**config.mk**
```make
export PLATFORM = sky130hd
export DESIGN_NAME = counting_semaphore_wait_queue
export DESIGN_NICKNAME = d
export VERILOG_FILES = /design/src/hdl/scwq_pkg.sv /design/src/hdl/scwq_link_mem.sv /design/src/hdl/scwq_core.sv /design/src/hdl/counting_semaphore_wait_queue.sv
export SDC_FILE = /design/constraint.sdc
export NUM_CORES = 1
export LEC_CHECK = 0
export BUFFER_PORTS_ARGS = -buffer_cell sky130_fd_sc_hd__buf_2
export CORE_MARGIN = 2
export CORE_UTILIZATION = 55
export DETAILED_ROUTE_END_ITERATION = 8
export GPL_ROUTABILITY_DRIVEN = 0
export PLACE_DENSITY = 0.78
export SLEW_MARGIN = 10
export SYNTH_ARGS = -nofsm -noshare
export SYNTH_HDL_FRONTEND = slang
export SYNTH_HIERARCHICAL = 1
export SYNTH_SLANG_ARGS = --single-unit
```
**constraint.sdc**
```tcl
create_clock -name clk -period 4.5 [get_ports clk]
set_clock_uncertainty 0.05 [all_clocks]
set_input_delay 0.675 -clock clk [delete_from_list [all_inputs] [get_ports clk]]
set_output_delay 0.675 -clock clk [all_outputs]
set_load 0.02 [all_outputs]
```
**src/hdl/scwq_pkg.sv**
```systemverilog
`timescale 1ns / 1ps
// ----------------------------------------------------------------------------
// scwq_pkg
// Shared types and constants for the counting semaphore with wait queue.
// ----------------------------------------------------------------------------
package scwq_pkg;

    localparam int THREAD_W   = 6;
    localparam int OPCODE_W   = 3;
    localparam int STATUS_W   = 3;
    localparam int COUNT_W    = 16;
    localparam int THREAD_IDS = 2 ** THREAD_W;
    localparam int COUNT_TOP  = 2 ** (COUNT_W - 1) - 1;

    localparam logic signed [COUNT_W-1:0] COUNT_FLOOR = {1'b1, {(COUNT_W-1){1'b0}}};

    typedef enum logic [OPCODE_W-1:0] {
        OP_WAIT   = 3'd0,
        OP_SIGNAL = 3'd1,
        OP_TEST   = 3'd2,
        OP_CANCEL = 3'd3,
        OP_RESET  = 3'd4
    } op_t;

    typedef enum logic [STATUS_W-1:0] {
        ST_GRANTED     = 3'd0,
        ST_BLOCKED     = 3'd1,
        ST_CANCELLED   = 3'd2,
        ST_WOKEN       = 3'd3,
        ST_UNAVAILABLE = 3'd4,
        ST_DONE        = 3'd5,
        ST_OVERFLOW    = 3'd6,
        ST_REJECTED    = 3'd7
    } status_t;

    typedef struct packed {
        status_t                    status;
        logic                       wake_valid;
        logic [THREAD_W-1:0]        wake_thread;
        logic                       has_waiters;
        logic signed [COUNT_W-1:0]  count_now;
    } result_t;

endpackage

```
**src/hdl/scwq_link_mem.sv**
```systemverilog
`timescale 1ns / 1ps
// ----------------------------------------------------------------------------
// scwq_link_mem
// Single-port-write, single-port-read link memory with registered read data.
// ----------------------------------------------------------------------------
module scwq_link_mem #(
    parameter int DEPTH = 64,
    parameter int AW    = 6
) (
    input  logic          clk,
    input  logic          we,
    input  logic [AW-1:0] waddr,
    input  logic [AW-1:0] wdata,
    input  logic          re,
    input  logic [AW-1:0] raddr,
    output logic [AW-1:0] rdata
);

    logic [AW-1:0] mem_reg [DEPTH];
    logic [AW-1:0] rd_data_reg;

    always_ff @(posedge clk)
    begin
        if (we)
        begin
            mem_reg[waddr] <= wdata;
        end
    end

    always_ff @(posedge clk)
    begin
        if (re)
        begin
            rd_data_reg <= mem_reg[raddr];
        end
    end

    assign rdata = rd_data_reg;

endmodule

```
**src/hdl/scwq_core.sv**
```systemverilog
`timescale 1ns / 1ps
// ----------------------------------------------------------------------------
// scwq_core
// Semaphore count, queue ends and membership flags; computes one transaction
// from the registered request and the link words read at accept time.
// ----------------------------------------------------------------------------
module scwq_core
    import scwq_pkg::*;
#(
    parameter int MAX_THREADS = 64,
    parameter int COUNT_MAX   = 32767,
    parameter int DEPTH       = 64,
    parameter int IW          = 6
) (
    input  logic                clk,
    input  logic                rst_n,
    input  logic                accept,
    input  logic [OPCODE_W-1:0] op_in,
    input  logic [THREAD_W-1:0] tid_in,
    input  logic                commit,
    output logic [IW-1:0]       newer_raddr,
    output logic [IW-1:0]       older_raddr,
    input  logic [IW-1:0]       nw_data,
    input  logic [IW-1:0]       od_data,
    output logic                newer_we,
    output logic [IW-1:0]       newer_waddr,
    output logic [IW-1:0]       newer_wdata,
    output logic                older_we,
    output logic [IW-1:0]       older_waddr,
    output logic [IW-1:0]       older_wdata,
    output result_t             result
);

    localparam int LIMIT_INT = (COUNT_MAX < COUNT_TOP) ? COUNT_MAX : COUNT_TOP;
    localparam logic signed [COUNT_W-1:0] COUNT_LIMIT = COUNT_W'(LIMIT_INT);

    logic [OPCODE_W-1:0]       op_reg;
    logic [THREAD_W-1:0]       tid_reg;
    logic signed [COUNT_W-1:0] count_reg, count_next;
    logic [IW-1:0]             newest_reg, newest_next;
    logic [IW-1:0]             oldest_reg, oldest_next;
    logic                      qne_reg, qne_next;
    logic [DEPTH-1:0]          inq_reg, inq_next;

    logic          tid_ok;
    logic [IW-1:0] t;
    logic          q_hit;
    logic          unlink_en;
    logic [IW-1:0] unlink_id;
    logic          is_new;
    logic          is_old;
    status_t       status;
    logic          wake_valid;
    logic [IW-1:0] wake_id;

    assign newer_raddr = (op_in == OP_SIGNAL) ? oldest_reg : tid_in[IW-1:0];
    assign older_raddr = tid_in[IW-1:0];

    always_ff @(posedge clk)
    begin
        if (accept)
        begin
            op_reg  <= op_in;
            tid_reg <= tid_in;
        end
    end

    assign tid_ok = (int'(tid_reg) < MAX_THREADS);
    assign t      = tid_reg[IW-1:0];
    assign q_hit  = tid_ok && inq_reg[t];

    always_comb
    begin
        count_next  = count_reg;
        newest_next = newest_reg;
        oldest_next = oldest_reg;
        qne_next    = qne_reg;
        inq_next    = inq_reg;
        status      = ST_REJECTED;
        wake_valid  = 1'b0;
        wake_id     = '0;
        unlink_en   = 1'b0;
        unlink_id   = t;
        is_new      = 1'b0;
        is_old      = 1'b0;
        newer_we    = 1'b0;
        newer_waddr = newest_reg;
        newer_wdata = t;
        older_we    = 1'b0;
        older_waddr = t;
        older_wdata = newest_reg;

        case (op_t'(op_reg))
            OP_WAIT:
            begin
                if (!tid_ok || inq_reg[t] || count_reg == COUNT_FLOOR)
                begin
                    status = ST_REJECTED;
                end
                else
                begin
                    count_next = count_reg - 16'sd1;
                    if (count_reg <= 16'sd0)
                    begin
                        if (qne_reg)
                        begin
                            older_we = 1'b1;
                            newer_we = 1'b1;
                        end
                        else
                        begin
                            oldest_next = t;
                        end
                        newest_next = t;
                        inq_next[t] = 1'b1;
                        qne_next    = 1'b1;
                        status      = ST_BLOCKED;
                    end
                    else
                    begin
                        status = ST_GRANTED;
                    end
                end
            end
            OP_SIGNAL:
            begin
                if (count_reg >= COUNT_LIMIT)
                begin
                    status = ST_OVERFLOW;
                end
                else
                begin
                    count_next = count_reg + 16'sd1;
                    status     = ST_DONE;
                    if (count_reg < 16'sd0 && qne_reg)
                    begin
                        unlink_en  = 1'b1;
                        unlink_id  = oldest_reg;
                        wake_valid = 1'b1;
                        wake_id    = oldest_reg;
                    end
                end
            end
            OP_TEST:
            begin
                if (count_reg > 16'sd0)
                begin
                    count_next = count_reg - 16'sd1;
                    status     = ST_GRANTED;
                end
                else
                begin
                    status = ST_UNAVAILABLE;
                end
            end
            OP_CANCEL:
            begin
                if (q_hit)
                begin
                    unlink_en = 1'b1;
                    if (count_reg < COUNT_LIMIT)
                    begin
                        count_next = count_reg + 16'sd1;
                    end
                    status = ST_CANCELLED;
                end
                else
                begin
                    status = ST_WOKEN;
                end
            end
            OP_RESET:
            begin
                if (qne_reg)
                begin
                    status = ST_REJECTED;
                end
                else
                begin
                    count_next = '0;
                    status     = ST_DONE;
                end
            end
            default:
            begin
                status = ST_REJECTED;
            end
        endcase

        if (unlink_en)
        begin
            is_new = (unlink_id == newest_reg);
            is_old = (unlink_id == oldest_reg);
            if (is_new && is_old)
            begin
                qne_next = 1'b0;
            end
            else if (is_new)
            begin
                newest_next = od_data;
            end
            else if (is_old)
            begin
                oldest_next = nw_data;
            end
            else
            begin
                older_we    = 1'b1;
                older_waddr = nw_data;
                older_wdata = od_data;
                newer_we    = 1'b1;
                newer_waddr = od_data;
                newer_wdata = nw_data;
            end
            inq_next[unlink_id] = 1'b0;
        end

        if (!commit)
        begin
            newer_we = 1'b0;
            older_we = 1'b0;
        end
    end

    always_comb
    begin
        result.status      = status;
        result.wake_valid  = wake_valid;
        result.wake_thread = THREAD_W'(wake_id);
        result.has_waiters = qne_next;
        result.count_now   = count_next;
    end

    always_ff @(posedge clk or negedge rst_n)
    begin
        if (!rst_n)
        begin
            count_reg  <= '0;
            newest_reg <= '0;
            oldest_reg <= '0;
            qne_reg    <= 1'b0;
            inq_reg    <= '0;
        end
        else if (commit)
        begin
            count_reg  <= count_next;
            newest_reg <= newest_next;
            oldest_reg <= oldest_next;
            qne_reg    <= qne_next;
            inq_reg    <= inq_next;
        end
    end

    // queue length tracks max(0, -count)
    a_queue_len: assert property (@(posedge clk) disable iff (!rst_n)
        int'($countones(inq_reg)) == (count_reg[COUNT_W-1] ? -int'(count_reg) : 0))
        else $error("queue membership does not match count");

    a_nonempty: assert property (@(posedge clk) disable iff (!rst_n)
        qne_reg == (inq_reg != '0))
        else $error("queue nonempty flag out of step with membership");

    a_ends_queued: assert property (@(posedge clk) disable iff (!rst_n)
        qne_reg |-> (inq_reg[newest_reg] && inq_reg[oldest_reg]))
        else $error("queue end is not a queued thread");

    a_woken_gone: assert property (@(posedge clk) disable iff (!rst_n)
        (commit && wake_valid) |=> !inq_reg[$past(oldest_reg)])
        else $error("woken thread still queued");

endmodule

```
**src/hdl/counting_semaphore_wait_queue.sv**
```systemverilog
`timescale 1ns / 1ps
// ----------------------------------------------------------------------------
// counting_semaphore_wait_queue
// Counting semaphore with a FIFO queue of waiting thread IDs.
// ----------------------------------------------------------------------------
// Each request transaction runs in an accept cycle and an update cycle: in
// the accept cycle the link memories are read (registered read data), and in
// the update cycle the count, queue ends and links are updated and the result
// is loaded into the output register. A new request is taken while that
// result waits downstream; the update cycle stalls only while the output
// register is still full. No new request is taken until the update is done.
// ----------------------------------------------------------------------------
module counting_semaphore_wait_queue
    import scwq_pkg::*;
#(
    parameter int MAX_THREADS = 64,
    parameter int COUNT_MAX   = 32767
) (
    input  logic                       clk,
    input  logic                       rst_n,
    input  logic                       in_valid,
    output logic                       in_ready,
    input  logic [OPCODE_W-1:0]        opcode,
    input  logic [THREAD_W-1:0]        thread_id,
    output logic                       out_valid,
    input  logic                       out_ready,
    output logic [STATUS_W-1:0]        status,
    output logic                       wake_valid,
    output logic [THREAD_W-1:0]        wake_thread,
    output logic                       has_waiters,
    output logic signed [COUNT_W-1:0]  count_now
);

    localparam int DEPTH = (MAX_THREADS < THREAD_IDS) ? MAX_THREADS : THREAD_IDS;
    localparam int IW    = $clog2(DEPTH);

    logic    busy_reg, busy_next;
    logic    out_valid_reg, out_valid_next;
    result_t res_reg;
    result_t result;
    logic    accept;
    logic    commit;

    logic [IW-1:0] newer_raddr, older_raddr;
    logic [IW-1:0] nw_data, od_data;
    logic          newer_we, older_we;
    logic [IW-1:0] newer_waddr, newer_wdata;
    logic [IW-1:0] older_waddr, older_wdata;

    assign in_ready = !busy_reg;
    assign accept   = in_valid && in_ready;
    assign commit   = busy_reg && (!out_valid_reg || out_ready);

    scwq_link_mem #(
        .DEPTH (DEPTH),
        .AW    (IW)
    ) u_newer_mem (
        .clk   (clk),
        .we    (newer_we),
        .waddr (newer_waddr),
        .wdata (newer_wdata),
        .re    (accept),
        .raddr (newer_raddr),
        .rdata (nw_data)
    );

    scwq_link_mem #(
        .DEPTH (DEPTH),
        .AW    (IW)
    ) u_older_mem (
        .clk   (clk),
        .we    (older_we),
        .waddr (older_waddr),
        .wdata (older_wdata),
        .re    (accept),
        .raddr (older_raddr),
        .rdata (od_data)
    );

    scwq_core #(
        .MAX_THREADS (MAX_THREADS),
        .COUNT_MAX   (COUNT_MAX),
        .DEPTH       (DEPTH),
        .IW          (IW)
    ) u_core (
        .clk         (clk),
        .rst_n       (rst_n),
        .accept      (accept),
        .op_in       (opcode),
        .tid_in      (thread_id),
        .commit      (commit),
        .newer_raddr (newer_raddr),
        .older_raddr (older_raddr),
        .nw_data     (nw_data),
        .od_data     (od_data),
        .newer_we    (newer_we),
        .newer_waddr (newer_waddr),
        .newer_wdata (newer_wdata),
        .older_we    (older_we),
        .older_waddr (older_waddr),
        .older_wdata (older_wdata),
        .result      (result)
    );

    always_comb
    begin
        busy_next = busy_reg;
        if (accept)
        begin
            busy_next = 1'b1;
        end
        else if (commit)
        begin
            busy_next = 1'b0;
        end

        out_valid_next = out_valid_reg;
        if (commit)
        begin
            out_valid_next = 1'b1;
        end
        else if (out_ready)
        begin
            out_valid_next = 1'b0;
        end
    end

    always_ff @(posedge clk or negedge rst_n)
    begin
        if (!rst_n)
        begin
            busy_reg      <= 1'b0;
            out_valid_reg <= 1'b0;
        end
        else
        begin
            busy_reg      <= busy_next;
            out_valid_reg <= out_valid_next;
        end
    end

    always_ff @(posedge clk)
    begin
        if (commit)
        begin
            res_reg <= result;
        end
    end

    assign out_valid   = out_valid_reg;
    assign status      = res_reg.status;
    assign wake_valid  = res_reg.wake_valid;
    assign wake_thread = res_reg.wake_thread;
    assign has_waiters = res_reg.has_waiters;
    assign count_now   = res_reg.count_now;

endmodule

```
==> impl_results.md <==
* Reg2reg end: u_older_mem/mem_reg[59][5]$_DFFE_PP_
* Delay of the slowest critical-path stage at 550 ps
* Flops & latches, synth at 911
* DR vias at 22600
* Worst-Margin Slew at 1220 ps
* Reg2Reg Depth at 16
* Antenna violations before repair at 2
* CP startpoint kind: register
* Worst-path clk slew at 60 ps
* Hold_ws at 31.9 ps
* Starting DRT DRC Count at 3713
* H-tree depth at 3
* DR pass1 iterations at 7
* Die footprint at 72000 sq um
* Grt total ovfl at 0
* Crit path DAT at 4700 ps
* Post-DRT Antenna Nets at 0
* Area contributors post-synth: edfxtp_1 (64%), mux4_2 (10%), dfrtp_1 (6.2%), a21oi_1 (2.4%), nor2_1 (1.9%)
* Comb pwr share at 14.2%
* Placed Area at 39800 sq um
* Clk buf depth at 3
* Clock sinks at 911
* Height of the die at 268 um
* Cell repeated most along the worst path: buf_4
* Most common cell after layout, fill and taps aside: edfxtp_1
* CP endpoint kind: register
* Post-Syn Area at 38400 sq um
* CP max-delay cell: edfxtp_1
* Sequential share of the synthesized area at 70.0%
* Layout area overhead at 12.4%
* Clock insertion delay at the later pin of the skew report at 650 ps
* CP cell instances: buf_4 > mux2i_1 > o22a_1 > o221ai_2 > a221oi_2 > and4b_4 > nor2_1 > o211ai_1 > buf_4 > mux2_2 > buf_4 > nor2b_2 > nand3_1 > buf_4 > nor2_1 > buf_4
* PwrDens at 477 nW/um^2
* Largest net degree at the start of global routing at 68
* Synthesized instance count at 2286
* Root Buffer: clkbuf_16
* Net Sw Frac at 26.4%
* Hold WC Path Type: in -> async
* Synth unique cells at 85
* Vias in the first global route at 22300
* Commonest register cell after synthesis: edfxtp_1
* R2R Setup Slk at 100 ps
* Starting Density at 55.8%
* Final Core Density at 62.7%
* Mapped Avg Cell Area at 16.8 sq um
* Net Sw Power at 0.00544 W
* Clk pwr share at 35.9%
* Place WS at -70.4 ps
* Post-synth top area share at 63.8%
* TritonCTS clock tree: yes
* PnR worst setup slack at 96.7 ps
* Ports at 42
* Tcrit/Tclk final at 97.9%
* Flop pwr share at 49.9%
* Peak VDD IR at 0.451 mV
* Synth async-reset ratio at 10.4%
* Most frequent cells in the layout: edfxtp_1 (816), a21oi_1 (183), mux4_2 (174)
* Max-slew violations at 0
* Status: complete, no violations
* First-pass GRT wire length at 137000 um
* Int Pwr at 0.0151 W
* Max-cap violations at 0
* Final setup vio count at 0
* Final Hold Fails at 0
* Critical Path RT at 4800 ps
* Area leader, netlist: edfxtp_1
* Row count at 96
* Routed WL at 90600 um
* Rel. slew slack at 18.0%
* WS Path Type: reg -> reg
* PortBufs at 41
* Post-synth EDFFs at 816
* GRT Overall Usage at 25.5%
* TritonCTS Buffers at 88
* Fmax at 227 MHz
* Routed WL per cell at 26.8 um
* DRC Markers at 0
* Core footprint at 68800 sq um
* Via density at 6.70
* Max Fanout on Critical Path at 16
* Crit path time final at 4400 ps
* Design area at 43200 sq um
* Leak pwr at 14.2 nW
* Nets at 2388
* Worst r2r src: u_core/t[0]$_DFFE_PP_
* Syn nets at 2301
* Layout cell share with drive strength beyond 1 at 26.1%
* Die Wd at 268 um
* HPWL Detailed at 56300 um
* RSZ-0062 raised after global routing: yes
* Hold-fix buffers at CTS at 0
* Ys Warns at 6
layer usage:
metal  track usage (%)  share of wire (%)
met3              4.91                 11
met4              9.42                3.2
met1              35.7                 38
met5                 0                  0
met2              40.2                 48
per-stage QoR:
step / TNS, ps / total power (W) / std cells
floorplan: -3680 / 0.0122 / 2286
global placement: 0 / 0.0131 / 3212
detailed placement: -2630 / 0.0132 / 3212
CTS: -2530 / 0.0206 / 3374
global route: -4860 / 0.0212 / 3376
finish: 0 / 0.0206 / 3377
cell usage after synthesis (6+ instances only):
master	instances
edfxtp_1	816
nor2_1	190
a21oi_1	184
mux4_2	174
dfrtp_1	95
clkbuf_1	71
nand2_1	68
mux2i_1	47
o22ai_1	45
mux2_2	40
nand3_1	40
buf_2	36
nor3_1	33
buf_4	31
nor2b_1	21
o21ai_0	21
o221ai_1	20
a221oi_1	19
nand2b_1	19
o22a_1	17
inv_1	16
nand3b_1	16
a211oi_1	15
a31oi_1	14
and3_1	14
buf_6	14
o21ai_1	13
xnor2_1	13
mux4_1	12
and2_1	10
a22oi_1	8
a2bb2oi_1	8
or3_1	8
a32o_1	7
nand4_1	7
nor3b_1	7
xor2_1	6
timing repair:
item                                    4_1_cts  5_1_grt
endpoints found under the setup margin       72      572
buffers inserted                              0        2
gates resized for setup                       7      130
worst max-delay path, delay by kind of cell (launching register included):
kind | cells | cell delay, ps
flip-flops | 1 | 550
multiplexers | 2 | 530
AND/OR/NAND/NOR | 5 | 910
AO/OA/AOI/OAI | 4 | 800
buffers and inverters | 5 | 1250
worst max-delay path by stage:
stage | start | slack (ps) | to
2_1_floorplan | u_core/t[1]$_DFFE_PP_ | -40 | u_older_mem/mem_reg[59][0]$_DFFE_PP_
3_3_place_gp | u_core/count_reg[0]$_DFFE_PN0P_ | 130 | u_older_mem/mem_reg[16][1]$_DFFE_PP_
3_5_place_dp | u_core/count_reg[0]$_DFFE_PN0P_ | -70 | u_older_mem/mem_reg[16][0]$_DFFE_PP_
4_1_cts | u_core/count_reg[0]$_DFFE_PN0P_ | -110 | u_older_mem/mem_reg[58][2]$_DFFE_PP_
5_1_grt | u_core/op_reg[2]$_DFFE_PP_ | -90 | u_older_mem/mem_reg[59][1]$_DFFE_PP_
6_report | u_core/t[0]$_DFFE_PP_ | 100 | u_older_mem/mem_reg[59][5]$_DFFE_PP_
final cells by class:
cell class | count | area, sq um
fill | 4590 | 25700
tap | 931 | 1160
antenna | 1 | 2.50
timing repair buffer | 159 | 1180
clock buffer | 110 | 2360
multi-input combinational | 1194 | 11000
clock inverter | 52 | 551
sequential | 911 | 26900
inverter | 19 | 71.3
cells by family after synthesis:
family | Yosys count | share of synthesized area [%]
compound gates | 423 | 7.13
mux | 274 | 13.5
simple gates | 476 | 6.19
flops | 911 | 70.0
fa+ha+maj | 2 | 0.0651
xor+xnor | 19 | 0.433
buf+inv | 181 | 2.72
power by group through the flow:
stage               registers (W)  logic [W]  clock network (W)
detailed placement         0.0104    0.00280                  0
global route               0.0103    0.00313            0.00778
CTS                        0.0103    0.00281            0.00747
floorplan                  0.0104    0.00187                  0
global placement           0.0104    0.00271                  0
finish                     0.0103    0.00292            0.00738
Note: power is estimated with default switching activity, not from simulation.
